===== config.mk =====
export PLATFORM = sky130hd
export DESIGN_NAME = mprd_seq
export DESIGN_NICKNAME = d
export VERILOG_FILES = /design/src/mprd_pkg.sv /design/src/mprd_seq.sv
export SDC_FILE = /design/constraint.sdc
export NUM_CORES = 1
export LEC_CHECK = 0
export ABC_AREA = 1
export BUFFER_PORTS_ARGS = -buffer_cell sky130_fd_sc_hd__buf_2
export CAP_MARGIN = 15
export CORE_ASPECT_RATIO = 0.6
export CORE_MARGIN = 4
export CORE_UTILIZATION = 45
export CTS_CLUSTER_DIAMETER = 50
export DETAILED_ROUTE_END_ITERATION = 8
export PLACE_DENSITY = 0.76
export SLEW_MARGIN = 25
export SYNTH_ARGS = -nofsm -noshare
export SYNTH_HDL_FRONTEND = slang
export SYNTH_SLANG_ARGS = --single-unit

===== constraint.sdc =====
create_clock -name clock -period 12.11 [get_ports clock]
set_input_delay 1.211 -clock clock [delete_from_list [all_inputs] [get_ports clock]]
set_output_delay 1.211 -clock clock [all_outputs]
set_load 0.005 [all_outputs]

===== src/mprd_pkg.sv =====
package mprd_pkg;

   localparam int MAX_WIDTH = 128;
   localparam int MAX_PAGES = 8;
   localparam int DEPTH     = MAX_WIDTH * MAX_PAGES;
   localparam int AW        = $clog2(DEPTH);
   localparam int WW        = $clog2(MAX_WIDTH + 1);
   localparam int HW        = $clog2(MAX_PAGES * 8 + 1);
   localparam int PGW       = $clog2(MAX_PAGES + 1);
   localparam int NW        = $clog2(DEPTH + 1);

   localparam logic [2:0] OP_PIXEL = 3'd0;
   localparam logic [2:0] OP_HLINE = 3'd1;
   localparam logic [2:0] OP_VLINE = 3'd2;
   localparam logic [2:0] OP_RECT  = 3'd3;
   localparam logic [2:0] OP_FILL  = 3'd4;
   localparam logic [2:0] OP_READ  = 3'd5;

   localparam logic [1:0] COLOR_BLACK   = 2'd0;
   localparam logic [1:0] COLOR_WHITE   = 2'd1;
   localparam logic [1:0] COLOR_INVERSE = 2'd2;
   localparam logic [1:0] COLOR_INVALID = 2'd3;

   localparam logic [0:0] REG_WIDTH  = 1'b0;
   localparam logic [0:0] REG_HEIGHT = 1'b1;

   localparam logic [7:0] RST_WIDTH  = 8'd128;
   localparam logic [6:0] RST_HEIGHT = 7'd64;

   typedef enum logic [2:0] {
      PX_SET,
      PX_CLR,
      PX_TOG,
      PX_WRB,
      PX_RD
   } px_op_type;

   typedef struct packed {
      logic            valid;
      px_op_type       op;
      logic [AW-1:0]   addr;
      logic [7:0]      mask;
      logic [7:0]      wdata;
   } px_cmd_type;

   typedef struct packed {
      logic [WW-1:0]  width;
      logic [HW-1:0]  height;
      logic [PGW-1:0] pages;
      logic [NW-1:0]  bytes;
   } geom_type;

   typedef struct packed {
      logic done;
      logic error;
      logic rd_ok;
      logic clearing;
   } seq_stat_type;

endpackage


===== src/mprd_seq.sv =====
module mprd_seq (
   input  logic                   clock,
   input  logic                   reset,
   input  logic                   req_valid,
   output logic                   req_ready,
   input  logic [2:0]             req_operation,
   input  logic [7:0]             req_start_x,
   input  logic [7:0]             req_start_y,
   input  logic [7:0]             req_end_x,
   input  logic [7:0]             req_end_y,
   input  logic [1:0]             req_line_color,
   input  logic [1:0]             req_fill_color,
   input  logic [2:0]             req_page,
   input  mprd_pkg::geom_type     geom,
   input  logic                   rsp_free,
   output mprd_pkg::px_cmd_type   px_cmd,
   output mprd_pkg::seq_stat_type stat
);
   import mprd_pkg::*;

   typedef enum logic [6:0] {
      ST_CLEAR = 7'b0000001,
      ST_IDLE  = 7'b0000010,
      ST_FILL  = 7'b0000100,
      ST_DRAW  = 7'b0001000,
      ST_READ  = 7'b0010000,
      ST_DRAIN = 7'b0100000,
      ST_DONE  = 7'b1000000
   } state_type;

   typedef enum logic [2:0] {
      SEG_ONLY,
      SEG_TOP,
      SEG_BOT,
      SEG_LEFT,
      SEG_RIGHT,
      SEG_FILL
   } seg_type;

   state_type     state_ff, state_in;
   seg_type       seg_ff, seg_in;
   logic [7:0]    sx_ff, sx_in, sy_ff, sy_in, ex_ff, ex_in, ey_ff, ey_in;
   logic [1:0]    lc_ff, lc_in, fc_ff, fc_in, color_ff, color_in;
   logic [2:0]    pg_ff, pg_in;
   logic          err_ff, err_in, rd_ok_ff, rd_ok_in;
   logic          horiz_ff, horiz_in;
   logic [7:0]    fixed_ff, fixed_in;
   logic [8:0]    cur_ff, cur_in, end_ff, end_in, row_ff, row_in;
   logic [NW-1:0] cnt_ff, cnt_in;

   logic [7:0]    px_x, px_y;
   logic [PGW-1:0] px_page;
   logic          seg_live, oob, rd_ok;
   logic [7:0]    addr_x;
   logic [PGW-1:0] addr_pg;
   logic [AW-1:0] pix_addr;
   logic [8:0]    row_next;
   px_op_type     color_op;

   always_comb begin
      px_x     = horiz_ff ? cur_ff[7:0] : fixed_ff;
      px_y     = horiz_ff ? fixed_ff : cur_ff[7:0];
      px_page  = px_y[PGW+2:3];
      seg_live = (cur_ff < end_ff) && ((seg_ff != SEG_FILL) || (row_ff < {1'b0, ey_ff}));
      oob      = (px_x >= geom.width) || (px_y >= geom.height);
      rd_ok    = (sx_ff < geom.width) && (pg_ff < geom.pages);
      addr_x   = (state_ff == ST_READ) ? sx_ff : px_x;
      addr_pg  = (state_ff == ST_READ) ? PGW'(pg_ff) : px_page;
      pix_addr = AW'(addr_x) + AW'(AW'(addr_pg) * AW'(geom.width));
      row_next = row_ff + 9'd1;
      case (color_ff)
         COLOR_WHITE: color_op = PX_SET;
         COLOR_BLACK: color_op = PX_CLR;
         default:     color_op = PX_TOG;
      endcase
   end

   always_comb begin
      px_cmd       = '0;
      px_cmd.addr  = pix_addr;
      px_cmd.mask  = 8'b1 << px_y[2:0];
      case (state_ff)
         ST_CLEAR: begin
            px_cmd.valid = 1'b1;
            px_cmd.op    = PX_WRB;
            px_cmd.addr  = cnt_ff[AW-1:0];
            px_cmd.wdata = 8'h00;
         end
         ST_FILL: begin
            px_cmd.valid = cnt_ff < geom.bytes;
            px_cmd.op    = PX_WRB;
            px_cmd.addr  = cnt_ff[AW-1:0];
            px_cmd.wdata = (lc_ff == COLOR_BLACK) ? 8'h00 : 8'hff;
         end
         ST_DRAW: begin
            px_cmd.valid = seg_live && !oob && (color_ff != COLOR_INVALID);
            px_cmd.op    = color_op;
         end
         ST_READ: begin
            px_cmd.valid = rd_ok;
            px_cmd.op    = PX_RD;
         end
         default: ;
      endcase
   end

   always_comb begin
      state_in = state_ff;
      seg_in   = seg_ff;
      sx_in    = sx_ff;
      sy_in    = sy_ff;
      ex_in    = ex_ff;
      ey_in    = ey_ff;
      lc_in    = lc_ff;
      fc_in    = fc_ff;
      pg_in    = pg_ff;
      color_in = color_ff;
      err_in   = err_ff;
      rd_ok_in = rd_ok_ff;
      horiz_in = horiz_ff;
      fixed_in = fixed_ff;
      cur_in   = cur_ff;
      end_in   = end_ff;
      row_in   = row_ff;
      cnt_in   = cnt_ff;
      case (state_ff)
         ST_CLEAR: begin
            cnt_in = cnt_ff + NW'(1);
            if (cnt_ff[AW-1:0] == AW'(DEPTH - 1)) begin
               state_in = ST_IDLE;
            end
         end
         ST_IDLE: begin
            if (req_valid) begin
               sx_in    = req_start_x;
               sy_in    = req_start_y;
               ex_in    = req_end_x;
               ey_in    = req_end_y;
               lc_in    = req_line_color;
               fc_in    = req_fill_color;
               pg_in    = req_page;
               color_in = req_line_color;
               err_in   = 1'b0;
               rd_ok_in = 1'b0;
               cnt_in   = '0;
               seg_in   = SEG_ONLY;
               state_in = ST_DRAW;
               case (req_operation)
                  OP_PIXEL: begin
                     horiz_in = 1'b0;
                     fixed_in = req_start_x;
                     cur_in   = {1'b0, req_start_y};
                     end_in   = {1'b0, req_start_y} + 9'd1;
                  end
                  OP_HLINE: begin
                     horiz_in = 1'b1;
                     fixed_in = req_start_y;
                     cur_in   = {1'b0, req_start_x};
                     end_in   = {1'b0, req_end_x};
                  end
                  OP_VLINE: begin
                     horiz_in = 1'b0;
                     fixed_in = req_start_x;
                     cur_in   = {1'b0, req_start_y};
                     end_in   = {1'b0, req_end_y};
                  end
                  OP_RECT: begin
                     seg_in   = SEG_TOP;
                     horiz_in = 1'b1;
                     fixed_in = req_start_y;
                     cur_in   = {1'b0, req_start_x};
                     end_in   = {1'b0, req_end_x};
                  end
                  OP_FILL: state_in = ST_FILL;
                  OP_READ: state_in = ST_READ;
                  default: begin
                     err_in   = 1'b1;
                     state_in = ST_DONE;
                  end
               endcase
            end
         end
         ST_FILL: begin
            if (cnt_ff < geom.bytes) begin
               cnt_in = cnt_ff + NW'(1);
            end else begin
               state_in = ST_DRAIN;
            end
         end
         ST_DRAW: begin
            if (seg_live) begin
               if (oob || (color_ff == COLOR_INVALID)) begin
                  err_in = 1'b1;
               end
               cur_in = cur_ff + 9'd1;
            end else begin
               case (seg_ff)
                  SEG_TOP: begin
                     seg_in   = SEG_BOT;
                     fixed_in = ey_ff;
                     cur_in   = {1'b0, sx_ff};
                  end
                  SEG_BOT: begin
                     seg_in   = SEG_LEFT;
                     horiz_in = 1'b0;
                     fixed_in = sx_ff;
                     cur_in   = {1'b0, sy_ff};
                     end_in   = {1'b0, ey_ff};
                  end
                  SEG_LEFT: begin
                     seg_in   = SEG_RIGHT;
                     fixed_in = ex_ff;
                     cur_in   = {1'b0, sy_ff};
                     end_in   = {1'b0, ey_ff + 8'd1};
                  end
                  SEG_RIGHT: begin
                     seg_in   = SEG_FILL;
                     horiz_in = 1'b1;
                     row_in   = {1'b0, sy_ff} + 9'd1;
                     fixed_in = sy_ff + 8'd1;
                     cur_in   = {1'b0, sx_ff + 8'd1};
                     end_in   = {1'b0, ex_ff};
                     color_in = fc_ff;
                  end
                  SEG_FILL: begin
                     if ((row_ff < {1'b0, ey_ff}) && (row_next < {1'b0, ey_ff})) begin
                        row_in   = row_next;
                        fixed_in = row_next[7:0];
                        cur_in   = {1'b0, sx_ff + 8'd1};
                     end else begin
                        state_in = ST_DRAIN;
                     end
                  end
                  default: state_in = ST_DRAIN;
               endcase
            end
         end
         ST_READ: begin
            err_in   = !rd_ok;
            rd_ok_in = rd_ok;
            state_in = ST_DRAIN;
         end
         ST_DRAIN: state_in = ST_DONE;
         ST_DONE: begin
            if (rsp_free) begin
               state_in = ST_IDLE;
            end
         end
         default: state_in = ST_IDLE;
      endcase
   end

   always_ff @(posedge clock) begin
      if (reset) begin
         state_ff <= ST_CLEAR;
         cnt_ff   <= '0;
      end else begin
         state_ff <= state_in;
         cnt_ff   <= cnt_in;
      end
   end

   always_ff @(posedge clock) begin
      seg_ff   <= seg_in;
      sx_ff    <= sx_in;
      sy_ff    <= sy_in;
      ex_ff    <= ex_in;
      ey_ff    <= ey_in;
      lc_ff    <= lc_in;
      fc_ff    <= fc_in;
      pg_ff    <= pg_in;
      color_ff <= color_in;
      err_ff   <= err_in;
      rd_ok_ff <= rd_ok_in;
      horiz_ff <= horiz_in;
      fixed_ff <= fixed_in;
      cur_ff   <= cur_in;
      end_ff   <= end_in;
      row_ff   <= row_in;
   end

   assign req_ready     = (state_ff == ST_IDLE);
   assign stat.done     = (state_ff == ST_DONE) && rsp_free;
   assign stat.error    = err_ff;
   assign stat.rd_ok    = rd_ok_ff;
   assign stat.clearing = (state_ff == ST_CLEAR);

endmodule


==> flow_metrics.py, run 1 <==
metrics = {
    "setup_path": {
        "reg2reg_from": "row_ff[0]$_DFFE_PP_",
        "worstPathMaxFanout": 20,
        "critical_path.startpoint_type": "register",
        "crit_path_start": "horiz_ff$_DFFE_PP_",
        "timing.setup.critical_path_class": "register to output port",
        "critical_path_arrival_ns": 5.42,
        "worst_ep_required_time_ns": 10.90,
        "worstSetupEndpointType": "output port",
    },
    "global_routing": {
        "grtUsageMet1_pct": 38.3,
        "track_usage_pct": 25.0,
        "grt_max_degree": 39,
        "grt_first_pass_wirelength_um": 42700,
        "m3_gr_usage_pct": 9.56,
        "grt.overflow.total": 0,
        "met2_usage_pct": 33.8,
        "global_route.peak_usage_layer": "met1",
        "grt_antenna_before_repair": 0,
        "via_count_of_the_first_global_routing_pass": 7822,
    },
    "synthesis": {
        "synthDominantCellAreaShare_pct": 28.0,
        "postSynthCellCount": 1164,
        "synthesized_nets": 1338,
        "yosys_most_used_dff": "sky130_fd_sc_hd__edfxtp_1",
        "synth.area.top_cells": "sky130_fd_sc_hd__edfxtp_1 28%, sky130_fd_sc_hd__ha_1 11%, sky130_fd_sc_hd__nand2_1 11%, sky130_fd_sc_hd__inv_1 7.7%, sky130_fd_sc_hd__nor2_1 4.6%",
        "post_synth_instance_area_sq_um": 8780,
        "postSynth.asyncResetShare_pct": 0,
        "ys_top_cells_by_count": "262 x sky130_fd_sc_hd__nand2_1, 180 x sky130_fd_sc_hd__inv_1, 108 x sky130_fd_sc_hd__nor2_1, 82 x sky130_fd_sc_hd__edfxtp_1, 80 x sky130_fd_sc_hd__ha_1",
        "post_synth.cell_area_avg_sq_um": 7.55,
        "synth.yosys.seq_area_share_pct": 32.1,
        "ys.warnings.count": 0,
        "synth_top_area_cell": "sky130_fd_sc_hd__edfxtp_1",
        "post_synth_num_cell_types": 54,
        "synth_edf_count": 82,
        "postSynthRegisterBits": 100,
        "yosys.cell_count.top_type": "sky130_fd_sc_hd__nand2_1",
    },
    "route": {
        "via_per_inst": 5.58,
        "routed-via-count": 8528,
        "drcViolationCount": 0,
        "route.detailed.wl_per_inst_um": 18.0,
        "route.antenna.remaining_nets": 0,
        "dr.first_iter.drc_count": 1240,
        "postRouteWirelength_um": 27500,
        "drt_pass1_iterations": 7,
    },
    "timing": {
        "fin_worst_skew_ns": 0.0124,
        "actual_slew_at_the_worst_max_slew_pin_ns": 0.839,
        "final_setup_violations": 0,
        "min_period_over_period_pct": 54.7,
        "relSlewSlack_pct": 43.9,
        "finalWorstPathRequiredPeriod_ns": 6.63,
        "setup_total_negative_slack_ns": 0,
        "hold_viol_final": 0,
        "fmax_mhz": 151,
        "max_slew_violation_count": 0,
        "grt_setup_unrepaired": "no",
    },
    "power": {
        "powerDensity_nw_per_um2": 190,
        "power_mw": 1.87,
        "power.ir.vdd_worst_mv": 0.115,
        "power.leakage_nw": 4.76,
    },
    "cells_and_area": {
        "finalNetCount": 1432,
        "post-route-cell-area_sq_um": 9840,
        "diodes": 0,
        "layout-drive-gt1-share_pct": 14.6,
        "fillCellCount": 1856,
        "area_delta_synth_final_pct": 12.0,
    },
    "floorplan": {
        "pin_count": 111,
        "die_height_um": 116,
        "die_area_sq_um": 21900,
        "floorplan.rows": 39,
        "die_width_um": 188,
        "core-area_sq_um": 19100,
        "initial_utilization_pct": 46.0,
    },
    "clocking": {
        "worstSkewPairLatency_ns": 0.37,
        "cts_hold_buffers": 0,
        "tritoncts_num_sinks": 100,
        "cts-root-to-sink-buffers": 2,
        "cts_tree": "yes",
        "cts_root_buf": "sky130_fd_sc_hd__clkbuf_16",
        "post-cts-setup-buffer-count": 0,
        "cts_buffers": 9,
        "cts_resized": 0,
        "worst_setup_hold_path_clk_slew_ns": 0.08,
        "htree_num_levels": 3,
    },
    "job": {
        "cap_violations": 0,
    },
    "status": {
        "status": "finished, final reports clean",
    },
    "place": {
        "dp.final_hpwl_um": 22200,
        "detailed_place.area_sq_um": 9550,
        "buffer_ports.inserted": 110,
        "gp_congestion": 0.991,
    },
    "worst_hold_path": {
        "timing.hold.worst.class": "register to register",
        "holdCritStartpoint": "fc_ff[1]$_DFFE_PP_",
    },
}
## power breakdown
part	total [mW]	switching, mW	internal (mW)
clock network	0.289	0.145	0.144
logic	1.09	0.687	0.400
registers	0.497	0.0515	0.445
total	1.87	0.883	0.990
## state kept, by name, summed over array words and instances (netlist names)
| signal | cells |
|---|---|
| end_ff | 9 |
| lc_ff | 2 |
| ey_ff | 8 |
| fc_ff | 2 |
| err_ff | 1 |
| rd_ok_ff | 1 |
| row_ff | 9 |
| color_ff | 2 |
| seg_ff | 3 |
| cur_ff | 9 |
| pg_ff | 3 |
| state_ff | 7 |
| sy_ff | 8 |
| cnt_ff | 11 |
| fixed_ff | 8 |
| horiz_ff | 1 |
| sx_ff | 8 |
| ex_ff | 8 |
## metrics by stage
step	setup slack (ns)	cells	util [%]	hold WS, ns
after global placement	6.19	1513	50.0	0.494
after floorplan	6.72	1164	-	0.478
after CTS	5.62	1529	51.6	0.523
final	5.48	1529	51.6	0.522
after detailed placement	6.04	1513	50.0	0.505
after global routing	5.15	1529	51.6	0.541
## critical path, cell delays in order (launching register included)
cell,delay [ns]
sky130_fd_sc_hd__edfxtp_1,0.72
sky130_fd_sc_hd__o21ai_0,0.25
sky130_fd_sc_hd__or2_2,0.33
sky130_fd_sc_hd__o21ai_1,0.28
sky130_fd_sc_hd__inv_1,0.13
sky130_fd_sc_hd__nand2_1,0.11
sky130_fd_sc_hd__fa_1,0.48
sky130_fd_sc_hd__fa_1,0.53
sky130_fd_sc_hd__fa_1,0.55
sky130_fd_sc_hd__inv_1,0.04
sky130_fd_sc_hd__ha_1,0.34
sky130_fd_sc_hd__a21oi_1,0.15
sky130_fd_sc_hd__nand2_1,0.08
sky130_fd_sc_hd__nand2_1,0.08
sky130_fd_sc_hd__nand2_1,0.06
sky130_fd_sc_hd__a21oi_1,0.16
sky130_fd_sc_hd__nor2_1,0.08
sky130_fd_sc_hd__o21ai_0,0.28
sky130_fd_sc_hd__nand3b_1,0.12
sky130_fd_sc_hd__nand3_1,0.09
sky130_fd_sc_hd__nand2_1,0.05
sky130_fd_sc_hd__buf_2,0.12
## layout make-up
cell class,instances,area (sq um),share of cell area (%)
clock inverter,6,57.6,0.585
sequential,100,2820,28.7
clock buffer,10,229,2.33
tap,266,333,3.38
inverter,197,742,7.54
timing repair buffer,115,588,5.98
multi-input combinational,835,5070,51.5
## logic make-up (layout without fill, tap and decap cells)
kind of cell | after synthesis | after routing | share of synthesized area, %
AO/OA/AOI/OAI | 223 | 223 | 15.0
adder cells (fa/ha/maj) | 98 | 98 | 15.5
XOR/XNOR | 27 | 27 | 2.69
multiplexers | 1 | 1 | 0.114
AND/OR/NAND/NOR | 486 | 486 | 24.3
buffers and inverters | 229 | 328 | 10.3
flip-flops | 100 | 100 | 32.1
## cells in the final DEF (no fill, tap or decap), types with 4 or more instances in the layout
cell                        instances
sky130_fd_sc_hd__nand4_1           12
sky130_fd_sc_hd__buf_4              5
sky130_fd_sc_hd__a21oi_1           64
sky130_fd_sc_hd__clkbuf_16          9
sky130_fd_sc_hd__inv_2             16
sky130_fd_sc_hd__nand2_1          262
sky130_fd_sc_hd__nor2_4             5
sky130_fd_sc_hd__o22ai_1            7
sky130_fd_sc_hd__or2_2              6
sky130_fd_sc_hd__a32oi_1            4
sky130_fd_sc_hd__o211ai_1           9
sky130_fd_sc_hd__nor3_1             7
sky130_fd_sc_hd__a22oi_1            9
sky130_fd_sc_hd__a221oi_1           7
sky130_fd_sc_hd__a211oi_1           6
sky130_fd_sc_hd__o21ai_0           76
sky130_fd_sc_hd__o21ai_1            8
sky130_fd_sc_hd__nor2_1           107
sky130_fd_sc_hd__fa_1              18
sky130_fd_sc_hd__o31ai_1            4
sky130_fd_sc_hd__inv_1            180
sky130_fd_sc_hd__nor2_2             5
sky130_fd_sc_hd__dfxtp_1           18
sky130_fd_sc_hd__nor4_1             4
sky130_fd_sc_hd__a31oi_1            7
sky130_fd_sc_hd__xnor2_1            8
sky130_fd_sc_hd__o21a_1             8
sky130_fd_sc_hd__nand2_2            6
sky130_fd_sc_hd__nand3_1           56
sky130_fd_sc_hd__edfxtp_1          82
sky130_fd_sc_hd__ha_1              80
sky130_fd_sc_hd__buf_2            110
sky130_fd_sc_hd__xor2_1            19
## worst paths after layout
path | end | slack (ns) | cells past startpoint
worst max-delay path | px_cmd[24] | 5.48 | 21
worst max register to register | fixed_ff[0]$_DFFE_PP_ | 8.63 | 14
worst min-delay path | color_ff[1]$_DFFE_PP_ | 0.52 | 2
worst min register to register | color_ff[1]$_DFFE_PP_ | 0.52 | 2
## layer usage
metal / wire length [um] / share of wire (%) / vias up
met5: 0 / 0 / -
met2: 10200 / 37 / 488
li1: - / - / 4067
met4: 272 / 0.99 / 0
met1: 13000 / 47 / 3934
met3: 4030 / 15 / 39
(Power assumes the default switching activity.)
==> run 2: changes to the inputs <==
Settings changed: PLACE_DENSITY 0.76 to 0.78.
Clock period 12.11 ns to 5.85 ns, I/O delays scaled along.
==> flow_metrics.py, run 2 (synthesis results as in run 1) <==
metrics = {
    "status": {
        "status": "finished, final reports clean",
    },
    "power": {
        "power.leakage_nw": 4.79,
        "p_switching_mw": 1.86,
        "p_int_mw": 2.06,
        "swShare_pct": 47.5,
        "power.ir.vdd_worst_mv": 0.265,
        "powerDensity_nw_per_um2": 396,
        "combinationalPowerShare_pct": 58.2,
        "sequentialPowerShare_pct": 26.2,
        "clock_power_share_pct": 15.6,
    },
    "route": {
        "route.antenna.remaining_nets": 0,
        "wl_met1_um": 13000,
        "drcViolationCount": 0,
        "met3_wl_post_dr_um": 4160,
        "via_per_inst": 5.65,
        "route.top_layer_used": "met4",
        "drt_pass1_iterations": 7,
        "dr.first_iter.drc_count": 1233,
        "postRouteWirelength_um": 28100,
        "route.detailed.wl_per_inst_um": 18.3,
        "wl_met2_um": 10700,
        "routed-via-count": 8662,
    },
    "setup_path": {
        "critical_path.startpoint_type": "register",
        "slowest_stage": "sky130_fd_sc_hd__fa_1",
        "crit_buf_inv": 3,
        "worstSetupEndpointType": "output port",
        "worstPathMaxFanout": 11,
        "timing.setup.critical_path_class": "register to output port",
        "max_stage_delay_ns": 0.56,
        "crit_path_cell_trace": "buf_4 -> o21a_1 -> nor2_1 -> nand2_1 -> fa_1 -> fa_1 -> fa_1 -> inv_1 -> ha_1 -> a21oi_1 -> nand2_1 -> nand2_1 -> nand2_1 -> a21oi_1 -> nor2_1 -> o21ai_0 -> nand3b_1 -> nand3_1 -> nand2_1 -> buf_2",
        "critical_path_arrival_ns": 4.89,
        "critical_path.most_common_cell": "sky130_fd_sc_hd__nand2_1",
        "cpLargestDelayFamily": "adder cells",
        "worst_ep_required_time_ns": 5.27,
    },
    "place": {
        "buffer_ports.inserted": 110,
        "dp_cells": 1515,
        "detailed_place.area_sq_um": 9570,
        "gp_congestion": 1.02,
        "dp.final_hpwl_um": 22500,
    },
    "timing": {
        "hold_ws_ns": 0.401,
        "fin_worst_skew_ns": 0.0188,
        "min_period_over_period_pct": 93.6,
        "max_slew_violation_count": 0,
        "actual_slew_at_the_worst_max_slew_pin_ns": 0.960,
        "setup_total_negative_slack_ns": 0,
        "finalWorstPathRequiredPeriod_ns": 5.48,
        "relSlewSlack_pct": 35.8,
        "fmax_mhz": 183,
        "final_setup_violations": 0,
        "hold_viol_final": 0,
        "grt_setup_unrepaired": "no",
    },
    "floorplan": {
        "die_width_um": 188,
        "initial_utilization_pct": 46.0,
        "core-area_sq_um": 19100,
        "die_area_sq_um": 21900,
        "floorplan.rows": 39,
        "pin_count": 111,
        "die_height_um": 116,
    },
    "cells_and_area": {
        "largest_register_ff_count": 11,
        "layout-drive-gt1-share_pct": 15.1,
        "multiInputGateArea_sq_um": 5090,
        "area_delta_synth_final_pct": 12.6,
        "layout_common_cells": "262 x sky130_fd_sc_hd__nand2_1, 180 x sky130_fd_sc_hd__inv_1, 110 x sky130_fd_sc_hd__buf_2",
        "finalNetCount": 1436,
        "fillCellCount": 1832,
        "ff_latch_area_sq_um": 2820,
        "diodes": 0,
        "post-route-util_pct": 51.8,
        "layout.cells.most_common": "sky130_fd_sc_hd__nand2_1",
        "post-route-cell-area_sq_um": 9890,
        "registers.top_by_ff_count": "cnt_ff",
        "layoutNonFillerInstCount": 1533,
    },
    "clocking": {
        "cts_buffers": 9,
        "worst_setup_hold_path_clk_slew_ns": 0.08,
        "cts-root-to-sink-buffers": 2,
        "cts_hold_buffers": 0,
        "htree_num_levels": 3,
        "cts_tree": "yes",
        "cts_root_buf": "sky130_fd_sc_hd__clkbuf_16",
        "worstSkewPairLatency_ns": 0.37,
        "tritoncts_num_sinks": 100,
    },
    "job": {
        "cap_violations": 0,
    },
    "global_routing": {
        "grt_antenna_before_repair": 0,
        "grt_max_degree": 39,
        "via_count_of_the_first_global_routing_pass": 7917,
        "track_usage_pct": 25.2,
        "grt_first_pass_wirelength_um": 43400,
        "grt.overflow.total": 0,
    },
    "worst_hold_path": {
        "timing.hold.worst.class": "input pin to register",
    },
}
[run 2: path summary, 6_finish.rpt]
check | slack, ns | cells past startpoint | startpoint | to
min | 0.40 | 1 | req_fill_color[1] | fc_ff[1]$_DFFE_PP_
max reg2reg | 2.20 | 14 | row_ff[0]$_DFFE_PP_ | fixed_ff[4]$_DFFE_PP_
min reg2reg | 0.53 | 2 | fc_ff[0]$_DFFE_PP_ | color_ff[0]$_DFFE_PP_
max | 0.37 | 20 | horiz_ff$_DFFE_PP_ | px_cmd[24]
[run 2: layer usage]
metal  vias to the layer above  global-route usage, %
met5                         -                      0
met4                         0                   3.20
met3                        43                   8.33
met2                       585                   34.6
met1                      3964                   39.2
li1                       4070                      -
[run 2: area by class of cell]
cell class                 count  share of cell area, %
tap                          266                   3.36
inverter                     197                   7.50
clock buffer                   9                   2.28
timing repair buffer         119                   6.25
sequential                   100                   28.5
multi-input combinational    835                   51.4
clock inverter                 7                  0.645
[run 2: worst reg2reg max path: stages, from the launching register on]
cell and delay, ns:
sky130_fd_sc_hd__edfxtp_1 0.48, sky130_fd_sc_hd__ha_1 0.22, sky130_fd_sc_hd__nand2_1 0.08, sky130_fd_sc_hd__nor2_2 0.22, sky130_fd_sc_hd__inv_1 0.07, sky130_fd_sc_hd__nor2_1 0.11
sky130_fd_sc_hd__xor2_1 0.25, sky130_fd_sc_hd__ha_1 0.29, sky130_fd_sc_hd__a21oi_1 0.14, sky130_fd_sc_hd__o211ai_1 0.10, sky130_fd_sc_hd__nor2_1 0.17, sky130_fd_sc_hd__nand3_1 0.16
sky130_fd_sc_hd__nand2_1 0.15, sky130_fd_sc_hd__nand3_1 0.09, sky130_fd_sc_hd__nor2_1 0.73
[run 2: repair_timing]
item,CTS,global route
buffers inserted,0,1
resized for setup,0,3
endpoints found under the setup margin,0,2
endpoints found under the hold margin,0,0
[run 2: stage by stage]
stage | setup WS, ns | total power [mW]
2_1_floorplan | 1.13 | 2.55
3_3_place_gp | 0.793 | 3.19
3_5_place_dp | 0.596 | 3.24
4_1_cts | 0.207 | 3.86
5_1_grt | 0.0267 | 4.25
6_report | 0.375 | 3.92
[run 2: power groups by stage]
| stage | Clock (mW) | Combinational (mW) | Sequential [mW] |
|---|---|---|---|
| detailed placement | 0 | 2.21 | 1.04 |
| finish | 0.611 | 2.28 | 1.03 |
| global placement | 0 | 2.15 | 1.03 |
| floorplan | 0 | 1.55 | 0.996 |
| CTS | 0.613 | 2.23 | 1.02 |
| global route | 0.641 | 2.57 | 1.04 |
==> run 3: changes to the inputs <==
Settings changed: ABC_AREA 1 to default.
==> flow_metrics.py, run 3 <==
metrics = {
    "setup_path": {
        "reg2reg_from": "row_ff[0]$_DFFE_PP_",
        "slowest_stage": "sky130_fd_sc_hd__edfxtp_1",
        "critical_path_arrival_ns": 5.04,
        "r2r_slack_ns": 2.01,
        "critical_path.startpoint_type": "register",
        "timing.setup.critical_path_class": "register to output port",
        "regToRegEndpoint": "cur_ff[4]$_DFFE_PP_",
        "worstSetupEndpointType": "output port",
        "reg2regPathDepth": 11,
        "worst_ep_required_time_ns": 5.27,
        "max_stage_delay_ns": 0.61,
        "crit_path_cell_trace": "mux2_2 -> mux2_2 -> nand2_1 -> fa_1 -> fa_1 -> fa_1 -> inv_1 -> ha_1 -> nor2b_1 -> o21ai_0 -> a21boi_1 -> o21ai_1 -> a21oi_1 -> xnor2_1 -> mux2_2 -> buf_2",
        "worstPathMaxFanout": 8,
        "crit_path_start": "horiz_ff$_DFFE_PP_",
    },
    "timing": {
        "relSlewSlack_pct": 29.2,
        "final_setup_violations": 0,
        "fmax_mhz": 178,
        "finalWorstPathRequiredPeriod_ns": 5.63,
        "grt_setup_unrepaired": "no",
        "setup_total_negative_slack_ns": 0,
        "max_slew_violation_count": 0,
        "hold_viol_final": 0,
        "fin_worst_skew_ns": 0.0134,
        "actual_slew_at_the_worst_max_slew_pin_ns": 1.06,
        "setup_ws_ns": 0.224,
        "min_period_over_period_pct": 96.2,
    },
    "synthesis": {
        "post_synth_instance_area_sq_um": 8870,
        "ys_top_cells_by_count": "94 x sky130_fd_sc_hd__nor2_1, 89 x sky130_fd_sc_hd__nand2_1, 88 x sky130_fd_sc_hd__inv_1, 82 x sky130_fd_sc_hd__edfxtp_1, 80 x sky130_fd_sc_hd__ha_1",
        "yosys.cell_count.top_type": "sky130_fd_sc_hd__nor2_1",
        "synthDominantCellAreaShare_pct": 27.8,
        "yosys_most_used_dff": "sky130_fd_sc_hd__edfxtp_1",
        "synthesized_nets": 1182,
        "synth.yosys.seq_area_share_pct": 31.8,
        "ys.warnings.count": 0,
        "synth_edf_count": 82,
        "post_synth_num_cell_types": 74,
        "postSynthCellCount": 1008,
        "post_synth.cell_area_avg_sq_um": 8.80,
        "synth.area.top_cells": "sky130_fd_sc_hd__edfxtp_1 28%, sky130_fd_sc_hd__ha_1 11%, sky130_fd_sc_hd__dfxtp_1 4.1%, sky130_fd_sc_hd__fa_1 4.1%, sky130_fd_sc_hd__nor2_1 4.0%",
        "postSynthRegisterBits": 100,
        "postSynth.asyncResetShare_pct": 0,
        "synth_top_area_cell": "sky130_fd_sc_hd__edfxtp_1",
    },
    "clocking": {
        "cts_tree": "yes",
        "tritoncts_num_sinks": 100,
        "cts_buffers": 9,
        "worstSkewPairLatency_ns": 0.37,
        "htree_num_levels": 3,
        "worst_setup_hold_path_clk_slew_ns": 0.08,
        "cts-root-to-sink-buffers": 2,
        "cts_root_buf": "sky130_fd_sc_hd__clkbuf_16",
    },
    "global_routing": {
        "grt_antenna_before_repair": 0,
        "track_usage_pct": 25.0,
        "grt.overflow.total": 0,
        "grt_max_degree": 44,
        "grt_first_pass_wirelength_um": 42700,
        "via_count_of_the_first_global_routing_pass": 7560,
    },
    "cells_and_area": {
        "area_delta_synth_final_pct": 11.7,
        "layout.cells.most_common": "sky130_fd_sc_hd__buf_2",
        "layout_common_cells": "110 x sky130_fd_sc_hd__buf_2, 93 x sky130_fd_sc_hd__nor2_1, 89 x sky130_fd_sc_hd__nand2_1",
        "diodes": 0,
        "finalNetCount": 1257,
        "registers.top_by_ff_count": "cnt_ff",
        "largest_register_ff_count": 11,
        "layout-drive-gt1-share_pct": 16.4,
    },
    "power": {
        "power.leakage_nw": 4.27,
        "p_int_mw": 1.29,
        "clock_power_share_pct": 33.6,
        "power_mw": 1.85,
        "combinationalPowerShare_pct": 22.8,
        "power.ir.vdd_worst_mv": 0.148,
        "swShare_pct": 30.1,
        "powerDensity_nw_per_um2": 187,
        "p_switching_mw": 0.556,
        "sequentialPowerShare_pct": 43.6,
    },
    "floorplan": {
        "die_width_um": 189,
        "pin_count": 111,
        "initial_utilization_pct": 46.3,
        "die_area_sq_um": 22100,
        "core-area_sq_um": 19200,
        "floorplan.rows": 39,
        "die_height_um": 117,
    },
    "job": {
        "cap_violations": 0,
    },
    "worst_hold_path": {
        "timing.hold.worst.class": "input pin to register",
        "min_to": "pg_ff[0]$_DFFE_PP_",
        "min_delay_path_depth": 1,
        "holdCritStartpoint": "req_page[0]",
    },
    "route": {
        "route.detailed.wl_per_inst_um": 20.8,
        "drcViolationCount": 0,
        "dr.first_iter.drc_count": 1286,
        "route.antenna.remaining_nets": 0,
        "postRouteWirelength_um": 28200,
        "via_per_inst": 6.08,
        "drt_pass1_iterations": 6,
        "routed-via-count": 8237,
    },
    "status": {
        "status": "finished, final reports clean",
    },
    "place": {
        "dp.final_hpwl_um": 21800,
        "dpl_worst_slack_ns": 0.442,
        "buffer_ports.inserted": 110,
        "gp_congestion": 0.995,
    },
}
## run 3: cell types whose count changed after synthesis, sizes merged, moves of 23 or more
cell | previous run | this run
xnor2 | 8 | 31
nand3 | 61 | 32
o21ai | 86 | 50
mux2 | 0 | 27
nor2 | 117 | 94
inv | 197 | 89
nand2 | 269 | 89
## run 3: metrics by stage
stage	std cells	utilization, %	hold slack [ns]	area (sq um)
floorplan	1008	-	0.467	8870
global placement	1336	49.8	0.478	9550
detailed placement	1336	49.9	0.501	9560
CTS	1352	51.4	0.385	9860
global route	1354	51.7	0.383	9910
finish	1354	51.7	0.396	9910
## run 3: repair_timing
action | in CTS | in global routing
gates resized for setup | 0 | 8
setup buffers | 0 | 2
setup endpoints to repair | 0 | 3
hold buffers | 0 | 0
## run 3: final cells by class
class	instances	area, sq um
repair buffers	119	618
multi-input cells	762	5490
clock inverters	5	38.8
clock buffers	11	264
fillers	1756	9270
well taps	266	333
inverters	91	342
flip-flops and latches	100	2830
## run 3: worst max-delay path by stage
stage	to	cells after the start
2_1_floorplan	px_cmd[24]	17
3_3_place_gp	px_cmd[24]	17
3_5_place_dp	px_cmd[25]	17
4_1_cts	px_cmd[25]	17
5_1_grt	px_cmd[25]	17
6_report	px_cmd[25]	16
## run 3: power groups by stage
| stage | clock [mW] | combinational (mW) | sequential (mW) |
|---|---|---|---|
| 2_1_floorplan | 0 | 0.277 | 0.808 |
| 3_3_place_gp | 0 | 0.396 | 0.819 |
| 3_5_place_dp | 0 | 0.406 | 0.820 |
| 4_1_cts | 0.626 | 0.410 | 0.804 |
| 5_1_grt | 0.657 | 0.469 | 0.808 |
| 6_report | 0.622 | 0.422 | 0.807 |
## run 3: metal layers
layer | wire (um) | vias to the layer above | GRT usage, %
met3 | 4720 | 32 | 10.9
met5 | 0 | - | 0
met1 | 12700 | 3847 | 38.5
met2 | 10500 | 564 | 32.4
met4 | 238 | 0 | 3.85
li1 | - | 3794 | -
## run 3: critical path: cells and delay by family, from the launching register on
family | cells | cell delay (ns)
compound gates | 4 | 0.64
xor+xnor | 1 | 0.15
fa+ha+maj | 4 | 1.83
buf+inv | 2 | 0.17
flops | 1 | 0.61
mux | 3 | 1.01
simple gates | 2 | 0.26
## run 3: cell families (layout without fill, tap and decap cells)
logic type	after synthesis	after routing	synth area share [%]
buffers and inverters	146	226	6.73
AND/OR/NAND/NOR	333	333	18.3
AO/OA/AOI/OAI	242	242	18.0
adder cells (fa/ha/maj)	98	98	15.3
XOR/XNOR	47	47	4.64
multiplexers	42	42	5.12
flip-flops	100	100	31.8
